===== config.mk =====
export PLATFORM = sky130hd
export DESIGN_NAME = dual_calendar_day_stepper_unit
export DESIGN_NICKNAME = d
export VERILOG_FILES = /design/src/rtl/core/dcds_pkg.sv /design/src/rtl/core/dcds_calendar.sv /design/src/rtl/core/dual_calendar_day_stepper_unit.sv
export SDC_FILE = /design/constraint.sdc
export NUM_CORES = 1
export LEC_CHECK = 0
export BUFFER_PORTS_ARGS = -buffer_cell sky130_fd_sc_hd__clkbuf_2
export CORE_ASPECT_RATIO = 0.6
export CORE_MARGIN = 1
export CORE_UTILIZATION = 50
export CTS_CLUSTER_SIZE = 16
export DETAILED_ROUTE_END_ITERATION = 10
export GPL_TIMING_DRIVEN = 0
export PLACE_DENSITY_LB_ADDON = 0.05
export SYNTH_ARGS = -nofsm -noshare
export SYNTH_HDL_FRONTEND = slang
export SYNTH_SLANG_ARGS = --single-unit

===== constraint.sdc =====
create_clock -name clk -period 5 [get_ports clk]
set_input_delay 0.5 -clock clk [delete_from_list [all_inputs] [get_ports clk]]
set_output_delay 0.5 -clock clk [all_outputs]
set_load 0.02 [all_outputs]

===== src/rtl/core/dcds_pkg.sv =====
package dcds_pkg;

	localparam int YEAR_BITS_DEF  = 16;
	localparam int DAY_BITS       = 6;
	localparam int MONTH_BITS     = 4;
	localparam int WEEK_BITS      = 3;
	localparam int COUNT_BITS     = 25;
	localparam int OUT_YEAR_BITS  = 16;
	localparam int TDAY_BITS      = 5;
	localparam int CENT_BITS      = 7;

	localparam logic signed [DAY_BITS-1:0] JUL_DAY_INIT  = 6'sd1;
	localparam logic signed [DAY_BITS-1:0] GREG_DAY_INIT = -6'sd1;

	localparam logic [MONTH_BITS-1:0] MONTH_JAN = 4'd1;
	localparam logic [MONTH_BITS-1:0] MONTH_FEB = 4'd2;
	localparam logic [MONTH_BITS-1:0] MONTH_APR = 4'd4;
	localparam logic [MONTH_BITS-1:0] MONTH_JUN = 4'd6;
	localparam logic [MONTH_BITS-1:0] MONTH_SEP = 4'd9;
	localparam logic [MONTH_BITS-1:0] MONTH_NOV = 4'd11;
	localparam logic [MONTH_BITS-1:0] MONTH_DEC = 4'd12;

	localparam logic [WEEK_BITS-1:0] WEEK_INIT = 3'd6;
	localparam logic [WEEK_BITS-1:0] WEEK_LAST = 3'd6;

	localparam logic [COUNT_BITS-1:0] COUNT_INIT = 25'd1;
	localparam logic [COUNT_BITS-1:0] COUNT_MAX  = {COUNT_BITS{1'b1}};

	localparam int ADDR_BITS = 4;
	localparam logic [1:0] REG_TARGET_DAY   = 2'd0;
	localparam logic [1:0] REG_TARGET_MONTH = 2'd1;
	localparam logic [1:0] REG_TARGET_YEAR  = 2'd2;

	function automatic logic thirty_day_month(input logic [MONTH_BITS-1:0] m);
		return (m == MONTH_APR) || (m == MONTH_JUN) || (m == MONTH_SEP) ||
			(m == MONTH_NOV);
	endfunction

endpackage


===== src/rtl/core/dcds_calendar.sv =====
module dcds_calendar #(
	parameter int YEAR_BITS = dcds_pkg::YEAR_BITS_DEF,
	parameter bit GREGORIAN = 1'b0,
	parameter logic signed [dcds_pkg::DAY_BITS-1:0] DAY_INIT = dcds_pkg::JUL_DAY_INIT
) (
	input  logic                                  clk,
	input  logic                                  arst_n,
	input  logic                                  restart,
	input  logic                                  advance,
	output logic signed [dcds_pkg::DAY_BITS-1:0]  cur_day,
	output logic [dcds_pkg::MONTH_BITS-1:0]       cur_month,
	output logic [YEAR_BITS-1:0]                  cur_year
);
	import dcds_pkg::*;

	localparam logic [YEAR_BITS-1:0] YEAR_MAX = {YEAR_BITS{1'b1}};
	localparam logic [CENT_BITS-1:0] CENT_LAST = 7'd99;

	logic signed [DAY_BITS-1:0] day_q, nxt_day;
	logic [MONTH_BITS-1:0]      month_q, nxt_month;
	logic [YEAR_BITS-1:0]       year_q, nxt_year;
	logic [CENT_BITS-1:0]       ymod100_q, cur_ymod100, nxt_ymod100;
	logic [1:0]                 cent4_q, cur_cent4, nxt_cent4;
	logic                       leap, month_end, year_inc;
	logic signed [DAY_BITS-1:0] feb_len;

	// restart shows the epoch in the same beat
	always_comb begin
		if (restart) begin
			cur_day     = DAY_INIT;
			cur_month   = MONTH_JAN;
			cur_year    = '0;
			cur_ymod100 = '0;
			cur_cent4   = '0;
		end else begin
			cur_day     = day_q;
			cur_month   = month_q;
			cur_year    = year_q;
			cur_ymod100 = ymod100_q;
			cur_cent4   = cent4_q;
		end
	end

	always_comb begin
		if (GREGORIAN)
			leap = (cur_year[1:0] == 2'd0) && ((cur_ymod100 != '0) || (cur_cent4 == 2'd0));
		else
			leap = (cur_year[1:0] == 2'd0);
		feb_len   = leap ? 6'sd29 : 6'sd28;
		month_end = (cur_day == 6'sd31) ||
			((cur_day == 6'sd30) && thirty_day_month(cur_month)) ||
			((cur_day == feb_len) && (cur_month == MONTH_FEB));
		year_inc  = (cur_day == 6'sd31) && (cur_month == MONTH_DEC) && (cur_year != YEAR_MAX);

		nxt_year    = cur_year;
		nxt_ymod100 = cur_ymod100;
		nxt_cent4   = cur_cent4;
		if (year_inc) begin
			nxt_year = cur_year + 1'b1;
			if (cur_ymod100 == CENT_LAST) begin
				nxt_ymod100 = '0;
				nxt_cent4   = cur_cent4 + 2'd1;
			end else begin
				nxt_ymod100 = cur_ymod100 + 1'b1;
			end
		end

		if (month_end) begin
			nxt_day   = 6'sd1;
			nxt_month = (cur_month == MONTH_DEC) ? MONTH_JAN : cur_month + 1'b1;
		end else begin
			nxt_day   = cur_day + 6'sd1;
			nxt_month = cur_month;
		end
	end

	always_ff @(posedge clk or negedge arst_n) begin
		if (!arst_n) begin
			day_q     <= DAY_INIT;
			month_q   <= MONTH_JAN;
			year_q    <= '0;
			ymod100_q <= '0;
			cent4_q   <= '0;
		end else if (advance || restart) begin
			day_q     <= advance ? nxt_day     : cur_day;
			month_q   <= advance ? nxt_month   : cur_month;
			year_q    <= advance ? nxt_year    : cur_year;
			ymod100_q <= advance ? nxt_ymod100 : cur_ymod100;
			cent4_q   <= advance ? nxt_cent4   : cur_cent4;
		end
	end

endmodule


===== src/rtl/core/dual_calendar_day_stepper_unit.sv =====
// Dual calendar day stepper. Every tick beat reports the current Julian and
// Gregorian dates, weekday, running day number, a target-date match and a
// past-target flag, then steps both calendars one day; restart returns to the
// epoch in the same beat. One beat per cycle while tick_stall is low; the day
// step and leap tests are shallow logic from the state to the report register,
// and century leap rules come from small year-mod-100 and century counters.
// tick_stall is high only while a report is held and report_stall is high.
// Targets are set through the APB port at 0x0 (day), 0x4 (month), 0x8 (year);
// write them only while idle. Once past_target is set the state holds.
module dual_calendar_day_stepper_unit #(
	parameter int YEAR_BITS = dcds_pkg::YEAR_BITS_DEF
) (
	input  logic                                   clk,
	input  logic                                   arst_n,
	input  logic                                   tick_valid,
	output logic                                   tick_stall,
	input  logic                                   restart,
	output logic                                   report_valid,
	input  logic                                   report_stall,
	output logic [dcds_pkg::TDAY_BITS-1:0]         julian_day,
	output logic [dcds_pkg::MONTH_BITS-1:0]        julian_month,
	output logic [dcds_pkg::OUT_YEAR_BITS-1:0]     julian_year,
	output logic signed [dcds_pkg::DAY_BITS-1:0]   gregorian_day,
	output logic [dcds_pkg::MONTH_BITS-1:0]        gregorian_month,
	output logic [dcds_pkg::OUT_YEAR_BITS-1:0]     gregorian_year,
	output logic [dcds_pkg::WEEK_BITS-1:0]         weekday,
	output logic [dcds_pkg::COUNT_BITS-1:0]        day_number,
	output logic                                   date_match,
	output logic                                   past_target,
	input  logic                                   psel,
	input  logic                                   penable,
	input  logic                                   pwrite,
	input  logic [dcds_pkg::ADDR_BITS-1:0]         paddr,
	input  logic [31:0]                            pwdata,
	output logic [31:0]                            prdata,
	output logic                                   pready
);
	import dcds_pkg::*;

	localparam int CMP_W = (YEAR_BITS > OUT_YEAR_BITS) ? YEAR_BITS : OUT_YEAR_BITS;

	logic [TDAY_BITS-1:0]     tgt_day_q;
	logic [MONTH_BITS-1:0]    tgt_month_q;
	logic [OUT_YEAR_BITS-1:0] tgt_year_q;

	logic accept, rst_beat, advance, past, jmatch, gmatch;
	logic cfg_wr;

	logic signed [DAY_BITS-1:0] j_day, g_day;
	logic [MONTH_BITS-1:0]      j_month, g_month;
	logic [YEAR_BITS-1:0]       j_year, g_year;
	logic [WEEK_BITS-1:0]       week_q, cur_week;
	logic [COUNT_BITS-1:0]      count_q, cur_count;

	assign pready = 1'b1;
	assign cfg_wr = psel && penable && pwrite;

	always_ff @(posedge clk or negedge arst_n) begin
		if (!arst_n) begin
			tgt_day_q   <= TDAY_BITS'(1);
			tgt_month_q <= MONTH_JAN;
			tgt_year_q  <= '0;
		end else if (cfg_wr) begin
			unique case (paddr[3:2])
				REG_TARGET_DAY:   tgt_day_q   <= pwdata[TDAY_BITS-1:0];
				REG_TARGET_MONTH: tgt_month_q <= pwdata[MONTH_BITS-1:0];
				REG_TARGET_YEAR:  tgt_year_q  <= pwdata[OUT_YEAR_BITS-1:0];
				default: ;
			endcase
		end
	end

	always_comb begin
		unique case (paddr[3:2])
			REG_TARGET_DAY:   prdata = 32'(tgt_day_q);
			REG_TARGET_MONTH: prdata = 32'(tgt_month_q);
			REG_TARGET_YEAR:  prdata = 32'(tgt_year_q);
			default:          prdata = '0;
		endcase
	end

	assign tick_stall = report_valid && report_stall;
	assign accept     = tick_valid && !tick_stall;
	assign rst_beat   = accept && restart;
	assign advance    = accept && !past;

	dcds_calendar #(
		.YEAR_BITS (YEAR_BITS),
		.GREGORIAN (1'b0),
		.DAY_INIT  (JUL_DAY_INIT)
	) u_julian (
		.clk       (clk),
		.arst_n    (arst_n),
		.restart   (rst_beat),
		.advance   (advance),
		.cur_day   (j_day),
		.cur_month (j_month),
		.cur_year  (j_year)
	);

	dcds_calendar #(
		.YEAR_BITS (YEAR_BITS),
		.GREGORIAN (1'b1),
		.DAY_INIT  (GREG_DAY_INIT)
	) u_gregorian (
		.clk       (clk),
		.arst_n    (arst_n),
		.restart   (rst_beat),
		.advance   (advance),
		.cur_day   (g_day),
		.cur_month (g_month),
		.cur_year  (g_year)
	);

	assign cur_week  = rst_beat ? WEEK_INIT  : week_q;
	assign cur_count = rst_beat ? COUNT_INIT : count_q;

	always_comb begin
		jmatch = (j_day == $signed({1'b0, tgt_day_q})) && (j_month == tgt_month_q) &&
			(CMP_W'(j_year) == CMP_W'(tgt_year_q));
		gmatch = (g_day == $signed({1'b0, tgt_day_q})) && (g_month == tgt_month_q) &&
			(CMP_W'(g_year) == CMP_W'(tgt_year_q));
		past   = (CMP_W'(j_year) > CMP_W'(tgt_year_q)) &&
			(CMP_W'(g_year) > CMP_W'(tgt_year_q));
	end

	always_ff @(posedge clk or negedge arst_n) begin
		if (!arst_n) begin
			week_q  <= WEEK_INIT;
			count_q <= COUNT_INIT;
		end else if (advance) begin
			week_q  <= (cur_week >= WEEK_LAST) ? '0 : cur_week + 1'b1;
			count_q <= (cur_count == COUNT_MAX) ? cur_count : cur_count + 1'b1;
		end else if (rst_beat) begin
			week_q  <= cur_week;
			count_q <= cur_count;
		end
	end

	always_ff @(posedge clk or negedge arst_n) begin
		if (!arst_n)
			report_valid <= 1'b0;
		else if (accept)
			report_valid <= 1'b1;
		else if (!report_stall)
			report_valid <= 1'b0;
	end

	always_ff @(posedge clk) begin
		if (accept) begin
			julian_day      <= j_day[TDAY_BITS-1:0];
			julian_month    <= j_month;
			julian_year     <= OUT_YEAR_BITS'(j_year);
			gregorian_day   <= g_day;
			gregorian_month <= g_month;
			gregorian_year  <= OUT_YEAR_BITS'(g_year);
			weekday         <= cur_week;
			day_number      <= cur_count;
			date_match      <= jmatch || gmatch;
			past_target     <= past;
		end
	end

endmodule


==> results.md, run 1 <==
* Reg2reg path depth at 16
* Layout Utilization at 0.6141
* Least-Margin Pin Slew at 0.7737 ns
* Drt total wl at 26,840 µm
* Die span in x at ~190 µm
* Final instance area at 0.01190 mm²
* Fillers at between 1,500 and 2,000
* GRT Util Overall at 0.2695
* Avg Inst Size Synth at 10.79 µm²
* Setup violations, final at 0
* Clock Skews at ~0.012 ns
* Netlist Area Pre-Place at around 0.010 mm²
* Hold path depth at 3
* Largest net degree at the start of global routing at between 90 and 100
* Drt wl/cell at about 20 µm
* Clock transition at the registers of the reported paths at roughly 0.070 ns
* Port bufs at 122
* CTS tree: built
* Seq. cell area at roughly 0.0053 mm²
* Placed inst area at ~0.011 mm²
* H-Tree Depth at 4
* CP arrival at 5.25 ns
* CP endpoint kind: register
* Number of antenna violations at the first check in global routing at 1
* GR Overflow Total at 0
* Cell with the most instances after synthesis: dfrtp_1
* Die H at between 100 and 150 µm
* Post-layout min period at between 4 and 5 ns
* Peak supply drop at approximately 0.25 mV
* Hold Crit Class: input port to register
* DRC viols at 0
* Starting density of the core at 0.5190
* Hold Crit Endpoint: tgt_year_q[12]
* Number of synthesized flops with an enable pin at a little over 80
* Core area at slightly below 0.02 mm²
* Total Nets Final at about 1,200
* Warnings from Yosys at 0
* Fmax at ~0.2 GHz
* Netlist cell types at 77
* Seq/Total Area, Yosys at 0.5299
* Leak at about 5.4 nW
* Area Overhead vs Synth at 18.33%
* Detailed Routing Iterations Pass 1 at 6
* Hold Startpoint: pwdata[12]
* P per Cell Area at 354.3 mW/mm²
* Post-DRT Antenna Nets at 0
* Clk Tree Root Cell: clkbuf_16
* Clk_lat worst skew at between 0.4 and 0.5 ns
* Starting DRT DRC Count at 773
* Fin crit share at 0.9836
* Die area at 0.02070 mm²
* Post-synth top area share at 0.2514
* IO Pins at 160
* R2r endpoint: u_julian.year_q[5]
* Post-synthesis cell count at between 900 and 1,000
* Via count at ~7,700
* Estimated wirelength of the detail-placed design at between 15,000 and 20,000 µm
* RR Startpoint: report_valid
* Final Hold Vio Count at 0
* Most frequent cells after synthesis: dfrtp_1 (101), nand2_1 (94), edfxtp_1 (81), inv_1 (63), nor2_1 (58)
* RSZ-0062 raised after global routing: yes
* Flop2flop setup slack at a little over 0.08 ns
* Multi-input combinational cell area at ~0.0043 mm²
* Max Cap Viol at 0
* Post-synthesis register bit count at a little under 200
* Req. time, crit path at between 5 and 6 ns
* Top_reg_cell synth: dfrtp_1
* Status: completed
* Worst Path Max Fanout at 19
* Share of cells above drive strength 1 at 0.2260
* Final GP Congestion at about 0.90
* Cell taking the most area after synthesis: dfrtp_1
* CTS Buf Count at 17
* Slew margin rel. at 0.4802
* Longest Clk Path Bufs at 2
* Vias in the first global route at between 6,000 and 7,000
* Critical path class: register to register
* FFs w/ async S/R, synth at 0.5867
* First-pass GRT wire length at approximately 41,000 µm
* CP Launch Type: register
* Area contributors post-synth: dfrtp_1 (25%), edfxtp_1 (24%), ha_1 (5.6%), dfstp_2 (3.7%), nand2_1 (3.5%)
* # clock sinks at roughly 200
* Vias per cell at 5.605
* Slew Limit Fails at 0
* Site Rows at 39
==> flip-flops by register name, indices dropped and copies added (netlist names), 7 cells and up <==
| register | cells |
|---|---|
| count_q | 25 |
| day_number | 25 |
| gregorian_year | 16 |
| julian_year | 16 |
| tgt_year_q | 16 |
| u_gregorian.year_q | 16 |
| u_gregorian.ymod100_q | 7 |
| u_julian.year_q | 16 |
==> where the power goes <==
group          total, W  internal (W)  switching (W)
sequential      0.00198       0.00187       0.000112
clock           0.00142      0.000815       0.000608
combinational  0.000809      0.000291       0.000518
total           0.00421       0.00298        0.00124
==> worst max path at each step <==
stage,start,endpoint,slack [ns]
after floorplan,tick_valid,u_gregorian.ymod100_q[1],0.19
after global placement,tick_valid,u_gregorian.cent4_q[1],-2.35
after detailed placement,tick_valid,u_gregorian.day_q[1],-2.33
after CTS,report_valid,u_julian.year_q[5],0.03
after global routing,report_valid,u_julian.year_q[5],-0.02
final,report_valid,u_julian.year_q[5],0.08
==> placed cells by master (no fill, tap or decap), types with 5 or more instances in the layout <==
master     synthesis  final
mux2_2            15     15
dfrtp_1          101    101
clkbuf_16          0     18
nand2b_1           6      6
or3_1              9      9
conb_1             2     17
nand3_1           29     28
buf_4             19     23
o22ai_1            6      6
ha_1              45     45
xor2_1            30     30
nor3_1            29     29
nor2_1            58     58
a21oi_1           34     34
nand2_1           94     94
nand4_1           12     12
inv_1             63     63
o31ai_1            6      6
and3_1             9      9
a21o_1             8      8
o21ai_0           39     39
xnor2_1           36     36
dfstp_2           14     14
edfxtp_1          81     81
nor4_1            17     15
and2_1            50     50
nor3b_1            5      5
mux2i_1           11     11
clkbuf_1          18     16
clkbuf_2           0    123
==> final cells by class <==
class                      count  share of cell area
sequential                   196              0.4478
clock buffer                  23             0.03944
tap                          266             0.02798
inverter                      65             0.02051
timing repair buffer         129             0.06258
buffer                        45             0.02629
clock inverter                 9             0.01073
multi-input combinational    639              0.3644
antenna                        1           0.0002103
==> kinds of logic after synthesis <==
logic type               after synthesis  synth area share
other                                  2         0.0007470
adder cells (fa/ha/maj)               47           0.05812
multiplexers                          30           0.03223
flip-flops                           196            0.5299
AND/OR/NAND/NOR                      344            0.1745
buffers and inverters                112           0.05065
XOR/XNOR                              66           0.05750
AO/OA/AOI/OAI                        135           0.09633
==> per-stage QoR <==
| stage | TNS (ns) | total power, W | hold WS, ns | std cells | worst slack, ns |
|---|---|---|---|---|---|
| final | 0 | 0.004215 | 0.2544 | 1373 | 0.08203 |
| after global routing | -0.02315 | 0.004391 | 0.2562 | 1372 | -0.02315 |
| after CTS | 0 | 0.004221 | 0.2431 | 1369 | 0.03092 |
| after detailed placement | -182.95 | 0.002781 | 0.3970 | 1336 | -2.327 |
| after global placement | -187.39 | 0.002769 | 0.4645 | 1335 | -2.353 |
| after floorplan | 0 | 0.002518 | 0.2044 | 947 | 0.1871 |
==> critical path: stages (launching register included) <==
cell	delay [ns]
dfrtp_1	0.39
a21bo_2	0.26
buf_6	0.18
nor2_4	0.33
clkbuf_1	0.49
clkbuf_4	0.44
nor2_1	0.19
ha_1	0.32
nand2_1	0.08
o21ai_0	0.14
a311oi_2	0.36
o31ai_4	0.13
a31oi_4	0.39
o31ai_4	0.19
buf_6	0.19
nor3_1	0.31
mux2_1	0.36
==> layer usage <==
| layer | up-vias | routed length (µm) | GRT usage |
|---|---|---|---|
| met5 | - | 0 | 0 |
| met4 | 0 | 257 | 0.05840 |
| met3 | 21 | 2720 | 0.06575 |
| met2 | 368 | 10490 | 0.3464 |
| met1 | 3739 | 13370 | 0.4446 |
| li1 | 3568 | - | - |
==> what timing repair did <==
action,in CTS,in global routing
hold buffers,1,0
endpoints found under the hold margin,16,0
gates resized for setup,25,6
cloned,2,0
setup buffers,0,3
endpoints found under the setup margin,91,59
pin swaps,1,1
No activity file was read; power rests on OpenSTA's default activity.
==> run 2: changes to the inputs <==
Settings changed: SETUP_SLACK_MARGIN set to 0.3.
==> run 2 against run 1 <==
Effect of this change:
- design area is 2.2% higher
- total power is 0.83% higher
- worst setup slack better by 0.35 ns
- critical endpoint is now count_q[4]
- maximum frequency is 7.7% higher
- sequential cell count stayed put
- die area stayed put
==> results.md, run 2 (synthesis gave the netlist of run 1 again) <==
* Req. time, crit path at approximately 5.4 ns
* CP endpoint kind: register
* First-pass GRT wire length at roughly 42,000 µm
* Placed inst area at approximately 0.011 mm²
* Worst Path Max Fanout at 12
* Final Hold Vio Count at 0
* CP Launch Type: register
* Die H at 111.8 µm
* Inst Count DP at 1,336
* GRT Util Overall at 0.2754
* Max Cap Viol at 0
* Largest net degree at the start of global routing at 83
* CP arrival at about 4.9 ns
* Port bufs at around 120
* Number of antenna violations at the first check in global routing at 2
* Site Rows at 39
* Final GP Congestion at around 0.91
* Post-DRT Antenna Nets at 0
* P per Cell Area at approximately 350 mW/mm²
* Final worst slack at between 0.4 and 0.5 ns
* Pre-CTS setup slack at -2.086 ns
* Core area at a little under 0.02 mm²
* Share of cells above drive strength 1 at 0.2467
* Clk Tree Root Cell: clkbuf_16
* Vias in the first global route at 7,078
* CTS Buf Count at 17
* RSZ-0062 raised after global routing: no
* H-Tree Depth at 4
* DRC viols at 0
* Fmax at ~0.22 GHz
* Peak supply drop at around 0.28 mV
* Slew Limit Fails at 0
* Commonest non-fill, non-tap cell in the layout: clkbuf_2
* Critical path class: register to register
* Drt wl/cell at between 15 and 20 µm
* GR Overflow Total at 0
* Longest Clk Path Bufs at 2
* Leak at 5.500 nW
* Clk_lat worst skew at 0.45 ns
* Status: completed
* Detailed Routing Iterations Pass 1 at 5
* Die area at between 0.02 and 0.025 mm²
* Diodes inserted at 0
* Fin crit share at 0.9136
* IO Pins at 160
* Die span in x at roughly 190 µm
* Clock Skews at 0.01340 ns
* Setup TNS at 0 ns
* Vias per cell at 5.572
* Total Nets Final at about 1,200
* # clock sinks at 196
* Area Overhead vs Synth at 20.91%
* Most frequent cells in the layout: clkbuf_2 (121), dfrtp_1 (101), nand2_1 (94)
* Estimated wirelength of the detail-placed design at 19,000 µm
* Clock transition at the registers of the reported paths at about 0.07 ns
* Biggest regs: count_q (25), day_number (25)
* Starting DRT DRC Count at roughly 660
* Slew margin rel. at 0.4578
* Least-Margin Pin Slew at around 0.79 ns
* Fin cells at 1,389
* Post-layout min period at 4.568 ns
* Starting density of the core at 0.5190
* CTS tree: built
* Layout Utilization at 0.6275
* Hold Crit Class: input port to register
* Final instance area at approximately 0.012 mm²
* Drt total wl at roughly 27,000 µm
* Via count at 7,740
* Setup violations, final at 0
-- run 2: changes by cell type in the layout (fill, tap and decap cells not counted), sizes merged --
cell,previous run,this run
diode,1,0
clkinv,5,6
buf,32,49
clkbuf,162,161
-- run 2: area by class of cell --
type	instances	area, µm²
clock buffer	22	474.2
timing repair buffer	144	899.6
sequential	196	5328
tap	266	332.8
inverter	65	249.0
clock inverter	10	128.9
buffer	47	365.4
multi-input combinational	639	4378
fill	1653	7217
-- run 2: where the power goes --
group	total, W	leakage [nW]	switching [W]	internal [W]
registers	0.00198	2.30	0.000112	0.00187
logic	0.000832	2.91	0.000528	0.000303
clock network	0.00144	0.295	0.000612	0.000823
total	0.00425	5.50	0.00125	0.00300
-- run 2: what timing repair did --
action | 4_1_cts | 5_1_grt
hold buffers | 1 | 0
pin swaps | 2 | 8
setup endpoints to repair | 91 | 77
endpoints found under the hold margin | 32 | 0
gates cloned | 3 | 1
resized for setup | 38 | 25
setup buffers | 4 | 12
-- run 2: critical path, stage by stage (launching register included) --
cell and delay (ns):
dfrtp_1 0.38, a21bo_4 0.19, clkinv_4 0.14, buf_16 0.19, nand2_4 0.19, buf_6 0.21
buf_6 0.21, clkbuf_8 0.23, clkbuf_8 0.22, and2_1 0.21, ha_1 0.26, nand2_1 0.13
o21ai_0 0.11, a221o_1 0.34, a21oi_1 0.17, o211a_4 0.27, o31ai_4 0.15, buf_6 0.17
buf_4 0.15, nor4_1 0.35, xnor2_1 0.18
-- run 2: final timing paths --
check                              startpoint                     end  slack (ns)  depth (start not counted)
max in group asynchronous              arst_n     u_julian.month_q[0]        3.74                          3
hold reg to reg            u_julian.year_q[6]      u_julian.year_q[6]        0.48                          1
min in group asynchronous              arst_n  u_gregorian.year_q[11]        0.51                          2
setup / recovery                 report_valid              count_q[4]        0.43                         20
setup reg to reg                 report_valid              count_q[4]        0.43                         20
hold / removal                     pwdata[13]          tgt_year_q[13]        0.25                          3
-- run 2: per-layer routing --
layer | global-route usage | wire length (µm) | vias up
met3 | 0.05528 | 2011 | 24
li1 | - | - | 3601
met2 | 0.3504 | 10850 | 299
met5 | 0 | 9 | -
met1 | 0.4606 | 14160 | 3814
met4 | 0.07107 | 303 | 2
-- run 2: through the flow --
stage | hold WS [ns] | power (W)
floorplan | 0.2044 | 0.002518
global placement | 0.4665 | 0.002768
detailed placement | 0.4296 | 0.002781
CTS | 0.2466 | 0.004243
global route | 0.2525 | 0.004426
finish | 0.2539 | 0.004250
